==> src/rtl/core/assert_macros.svh <==
// ----------------------------------------------------------------------------
// Assertion macros
// Shared concurrent assertion wrappers for the RTL; ASSERT_OFF removes them.
// ----------------------------------------------------------------------------
`ifndef ASSERT_MACROS_SVH
`define ASSERT_MACROS_SVH

`ifndef ASSERT_OFF
`define ASSERT_PROP(lbl, clk, rst_n, prop) \
  lbl: assert property (@(posedge clk) disable iff (!rst_n) prop) \
    else $error("property check failed");
`define ASSERT_NEVER(lbl, clk, rst_n, expr) \
  lbl: assert property (@(posedge clk) disable iff (!rst_n) !(expr)) \
    else $error("forbidden condition seen");
`else
`define ASSERT_PROP(lbl, clk, rst_n, prop)
`define ASSERT_NEVER(lbl, clk, rst_n, expr)
`endif

`endif

==> src/rtl/core/crt_pkg.sv <==
// ----------------------------------------------------------------------------
// Code range table package
// Operation and status codes and the request token that walks the cell chain.
// ----------------------------------------------------------------------------
package crt_pkg;

  localparam int ADDR_W = 32;
  localparam int OP_W   = 2;
  localparam int STAT_W = 3;

  localparam logic [OP_W-1:0] OP_ADD = 2'd0;
  localparam logic [OP_W-1:0] OP_DEL = 2'd1;
  localparam logic [OP_W-1:0] OP_LKC = 2'd2;
  localparam logic [OP_W-1:0] OP_LKP = 2'd3;

  localparam logic [STAT_W-1:0] ST_OK        = 3'd0;
  localparam logic [STAT_W-1:0] ST_INVALID   = 3'd1;
  localparam logic [STAT_W-1:0] ST_OVERLAP   = 3'd2;
  localparam logic [STAT_W-1:0] ST_NOT_FOUND = 3'd3;
  localparam logic [STAT_W-1:0] ST_FULL      = 3'd4;

  typedef struct packed {
    logic              active;
    logic [OP_W-1:0]   op;
    logic [ADDR_W-1:0] first_addr;
    logic [ADDR_W-1:0] last_addr;
    logic              legal;
    logic              overlap;
    logic              free_found;
    logic              done;
    logic              hit_legal;
    logic [ADDR_W-1:0] hit_first;
    logic [ADDR_W-1:0] hit_last;
  } tok_t;

  typedef struct packed {
    logic              en;
    logic [ADDR_W-1:0] first_addr;
    logic [ADDR_W-1:0] last_addr;
    logic              legal;
  } wr_t;

endpackage

==> src/rtl/core/crt_cell.sv <==
// ----------------------------------------------------------------------------
// Code range table cell
// Holds one range slot and checks the passing request against it.
// ----------------------------------------------------------------------------
module crt_cell #(
  parameter int IDX        = 0,
  parameter int IDX_W      = 4,
  parameter int PAGE_SHIFT = 12
) (
  input  logic               clk,
  input  logic               rst_n,
  input  crt_pkg::tok_t      tok_in,
  input  logic [IDX_W-1:0]   free_in,
  input  crt_pkg::wr_t       wr,
  input  logic [IDX_W-1:0]   wr_idx,
  output crt_pkg::tok_t      tok_out,
  output logic [IDX_W-1:0]   free_out
);

  logic                       vld_r;
  logic                       vld_nxt;
  logic [crt_pkg::ADDR_W-1:0] first_r;
  logic [crt_pkg::ADDR_W-1:0] last_r;
  logic                       legal_r;
  crt_pkg::tok_t              tok_r;
  crt_pkg::tok_t              tok_nxt;
  logic [IDX_W-1:0]           free_r;
  logic [IDX_W-1:0]           free_nxt;
  logic                       wr_hit;
  logic                       inside_hit;
  logic                       page_hit;

  assign wr_hit     = wr.en && (wr_idx == IDX_W'(IDX));
  assign inside_hit = (tok_in.first_addr >= first_r) && (tok_in.first_addr <= last_r);
  assign page_hit   = ((tok_in.first_addr >> PAGE_SHIFT) == (first_r >> PAGE_SHIFT)) ||
                      ((tok_in.first_addr >> PAGE_SHIFT) == (last_r >> PAGE_SHIFT));

  always_comb begin
    tok_nxt  = tok_in;
    free_nxt = free_in;
    vld_nxt  = vld_r;
    if (tok_in.active && vld_r) begin
      case (tok_in.op)
        crt_pkg::OP_ADD: begin
          if ((tok_in.first_addr <= last_r) && (tok_in.last_addr >= first_r)) begin
            tok_nxt.overlap = 1'b1;
          end
        end
        crt_pkg::OP_DEL: begin
          if (!tok_in.done &&
              ((first_r == tok_in.first_addr) || (last_r == tok_in.last_addr))) begin
            tok_nxt.done = 1'b1;
            vld_nxt      = 1'b0;
          end
        end
        crt_pkg::OP_LKC, crt_pkg::OP_LKP: begin
          if (!tok_in.done &&
              (inside_hit || ((tok_in.op == crt_pkg::OP_LKP) && page_hit))) begin
            tok_nxt.done      = 1'b1;
            tok_nxt.hit_legal = legal_r;
            tok_nxt.hit_first = first_r;
            tok_nxt.hit_last  = last_r;
          end
        end
        default: begin
          tok_nxt = tok_in;
        end
      endcase
    end
    if (tok_in.active && !vld_r && (tok_in.op == crt_pkg::OP_ADD) &&
        !tok_in.free_found) begin
      tok_nxt.free_found = 1'b1;
      free_nxt           = IDX_W'(IDX);
    end
    if (wr_hit) begin
      vld_nxt = 1'b1;
    end
  end

  always_ff @(posedge clk) begin
    if (!rst_n) begin
      vld_r <= 1'b0;
      tok_r <= '0;
    end else begin
      vld_r <= vld_nxt;
      tok_r <= tok_nxt;
    end
  end

  always_ff @(posedge clk) begin
    free_r <= free_nxt;
    if (wr_hit) begin
      first_r <= wr.first_addr;
      last_r  <= wr.last_addr;
      legal_r <= wr.legal;
    end
  end

  assign tok_out  = tok_r;
  assign free_out = free_r;

endmodule

==> config.mk <==
export PLATFORM = sky130hd
export DESIGN_NAME = crt_cell
export DESIGN_NICKNAME = d
export VERILOG_FILES = /design/src/rtl/core/assert_macros.svh /design/src/rtl/core/crt_pkg.sv /design/src/rtl/core/crt_cell.sv
export SDC_FILE = /design/constraint.sdc
export NUM_CORES = 1
export LEC_CHECK = 0
export ABC_AREA = 1
export ABC_CLOCK_PERIOD_IN_PS = 2350
export BUFFER_PORTS_ARGS = -buffer_cell sky130_fd_sc_hd__buf_4
export CELL_PAD_IN_SITES_DETAIL_PLACEMENT = 0
export CELL_PAD_IN_SITES_GLOBAL_PLACEMENT = 1
export CORE_ASPECT_RATIO = 0.75
export CORE_MARGIN = 2
export CORE_UTILIZATION = 33
export CTS_CLUSTER_DIAMETER = 40
export DETAILED_ROUTE_END_ITERATION = 7
export HOLD_SLACK_MARGIN = 0.03
export PLACE_DENSITY = 0.85
export SLEW_MARGIN = 25
export SYNTH_ARGS = -nofsm -noshare
export SYNTH_HDL_FRONTEND = slang
export SYNTH_SLANG_ARGS = --single-unit
==> constraint.sdc <==
create_clock -name clk -period 2.35 [get_ports clk]
set_clock_uncertainty 0.15 [all_clocks]
set_input_delay 0.1175 -clock clk [delete_from_list [all_inputs] [get_ports clk]]
set_output_delay 0.1175 -clock clk [all_outputs]
set_load 0.02 [all_outputs]
==> impl_results.md <==
- Synthesized flop and latch total: 206
- Crit start category: flop
- Crit path time final: around 2.6 ns
- Final hold viol count: 0
- Synth warnings: 0
- RSZ-0062 raised after global routing: true
- IO Port Bufs: 351
- CTS tree: built
- GRT overflow: 0
- Overall routing resource usage: ~25%
- Cell variety after synth: 31
- WP data arrival: approximately 2.9 ns
- Worst-Skew Late Latency: 0.51 ns
- Syn Area/Cell: 8.073 sq um
- CTS root buf: clkbuf_16
- Final setup margin: -0.2514 ns
- Seq/Total Area, Yosys: 47.09%
- Initial DRC count: 415
- CORE AREA: 0.03021 sq mm
- Critical Path End Type: flop
- Critical path class: flop to flop
- Failing checks: negative setup slack
- Die Wd: 206.4 microns
- Synth Net Count: 1564
- Top cells by area, synth: dfxtp_1, edfxtp_1, ha_1, nand2_1, inv_1
- Post-synthesis instance area: 0.01014 sq mm
- Tot Pwr: 11.17 mW
- Detailed Place HPWL: roughly 28000 microns
- Ratio of cells with drive above 1 in the final layout: about 36%
- Fin crit share: 110.7%
- Vias per cell: 4.534
- Clock Sink Count: 206
- Antenna viol nets, final: 0
- Area growth syn-to-layout: 83.82%
- CP max stage cell: edfxtp_1
- Fillers: 2397
- Final wirelength: roughly 42000 microns
- P_leak: 9.775 nW
- CTS max path bufs: 3
- Cts bufs inserted: 35
- Commonest non-fill, non-tap cell in the layout: buf_4
- H-tree depth: 2
- IO Count: 352
- Smallest hold slack: roughly 0.15 ns
- Hold WC Path Type: input pin to flop
- Max IR drop VDD: 0.5710 mV
- Layout Nets: 2278
- Reg-to-reg slack, setup: -0.25 ns
- Top cell by count, worst path: nand2_1
- Crit path cell chain: inv_2, ha_4, nand2_4, nor2_4, nand3_2, nor2_4, nand4_1, nand2_1, nor2_1, nand2_1, nand2_2, nand2_4, buf_12, buf_12, buf_16, nand4_1, nand2_1, nor2_1
- Die Span Y: 155.8 microns
- Drt wl/cell: 17.39 microns
- Max-slew headroom: 44.48%
- Slew Limit Fails: 0
- Largest net degree at the start of global routing: roughly 70
- Share of the synthesized area in the top cell type: 27.84%
- Initial antenna violation count: 2
- Commonest cells after routing, fill and taps aside: buf_4, inv_1, nand2_1, dlygate4sd3_1, dfxtp_1
- Pre-CTS WS: -0.4449 ns
- First-pass GRT wire length: 61310 microns
- Critical path required time: 2.61 ns
- Max-Cap Viols: 0
- Setup violators final: 67
- Vias in the first global route: 11474
- Pre-Repair DR Iteration Count: 5
- Slowest stage delay, CP: roughly 0.35 ns
- Rows: 55
- Area leader, netlist: dfxtp_1
- Final GP Congestion: 0.9000
- PD cells: ~600 mW/mm^2
- Reg clk slew, reported paths: 0.06 ns
- Starting density of the core: 33.56%
- DR DRC count: 0
- Gate Count Post-Synth: 1256
- Worst Max-Slew Pin Slew: 0.8300 ns
- Status: complete, but fails checks
- Die footprint: 0.03216 sq mm
- Max Clk Rate: roughly 380 MHz
- Routed vias: 10867
- Worst Path Max Fanout: 8
## layout make-up
cell class	instances	area, sq um	share of cell area, %
Timing Repair Buffer	721	6386	34.26
Sequential cell	206	4775	25.62
Multi-Input combinational cell	714	4634	24.86
Inverter	292	1096	5.880
Clock buffer	41	1005	5.390
Tap cell	399	499.2	2.678
Clock inverter	22	239.0	1.282
Antenna cell	2	5.005	0.02685
## state kept, by name, summed over array words and instances, names as in the netlist
name and flops:
legal_r 1, free_out 4, tok_out 136, last_r 32, vld_r 1, first_r 32
## per-layer routing
metal,vias to the layer above,global-route usage [%],wire length (microns)
met4,0,11.56,1766
met3,98,4.845,2452
li1,5337,-,-
met1,5057,29.00,16970
met5,-,0,0
met2,375,44.94,20500
## worst paths after layout
path                                  start     endpoint  cells past startpoint
worst max-delay path            first_r[23]  tok_out[58]                     18
worst min-delay path              wr_idx[0]  first_r[28]                      4
worst max register to register  first_r[23]  tok_out[58]                     18
worst min register to register        vld_r        vld_r                      2
## cell usage after synthesis
library cell and count:
a21o_1 1, o21a_1 3, buf_4 2, buf_1 18, inv_2 11, inv_1 281, nand2_2 11, clkbuf_1 11
and3_1 1, nor3_1 7, xor2_1 8, edfxtp_1 65, nor2_1 103, o21ai_0 16, a21oi_1 51, buf_2 7
nor4_1 1, ha_1 96, buf_6 6, a31oi_1 1, o211ai_1 3, xnor2_1 18, nand3_1 17, nand4_1 73
nand2_1 294, nand3_2 1, dfxtp_1 141, and2_1 1, or2_2 6, nor3_2 1, o21bai_1 1
## kinds of logic (layout without fill, tap and decap cells)
group,count (synthesis),after routing,share of synthesized area [%]
and+or+nand+nor,516,516,21.82
adders and majority gates,96,96,11.85
DFF,206,206,47.09
other,0,2,0
AOI/OAI and AO/OA,76,76,3.961
xor gates and xnor gates,26,26,2.246
buffers and inverters,336,1076,13.04
## through the flow
step | cells | utilization [%] | setup TNS (ns) | cell area (sq um)
2_1_floorplan | 1256 | - | 0 | 10140
3_3_place_gp | 2080 | 46.48 | -22.28 | 14040
3_5_place_dp | 2080 | 46.48 | -24.65 | 14040
4_1_cts | 2379 | 59.83 | -13.56 | 18070
5_1_grt | 2396 | 61.69 | -23.57 | 18640
6_report | 2397 | 61.70 | -13.82 | 18640
## report_power, final
group          internal (mW)  leakage, nW  switching [mW]  total [mW]
combinational           1.01         7.41           0.926        1.94
clock                   3.37        0.606            1.99        5.36
sequential              3.82         1.76          0.0514        3.87
total                   8.20         9.77            2.97        11.2
## what timing repair did
item                                   CTS  global route
setup endpoints to repair               66            67
pin swaps                               24            52
endpoints found under the hold margin  206             0
hold buffers                           214             0
resized for setup                       67           109
buffers inserted                        14            14
cloned                                   8             7
## critical path, delay by kind of cell, from the launching register on
kind / cells / cell delay [ns]
fa+ha+maj: 1 / 0.28
buf+inv: 4 / 0.44
flops: 1 / 0.35
simple gates: 13 / 1.26
Power figures use the tool's default switching activity.
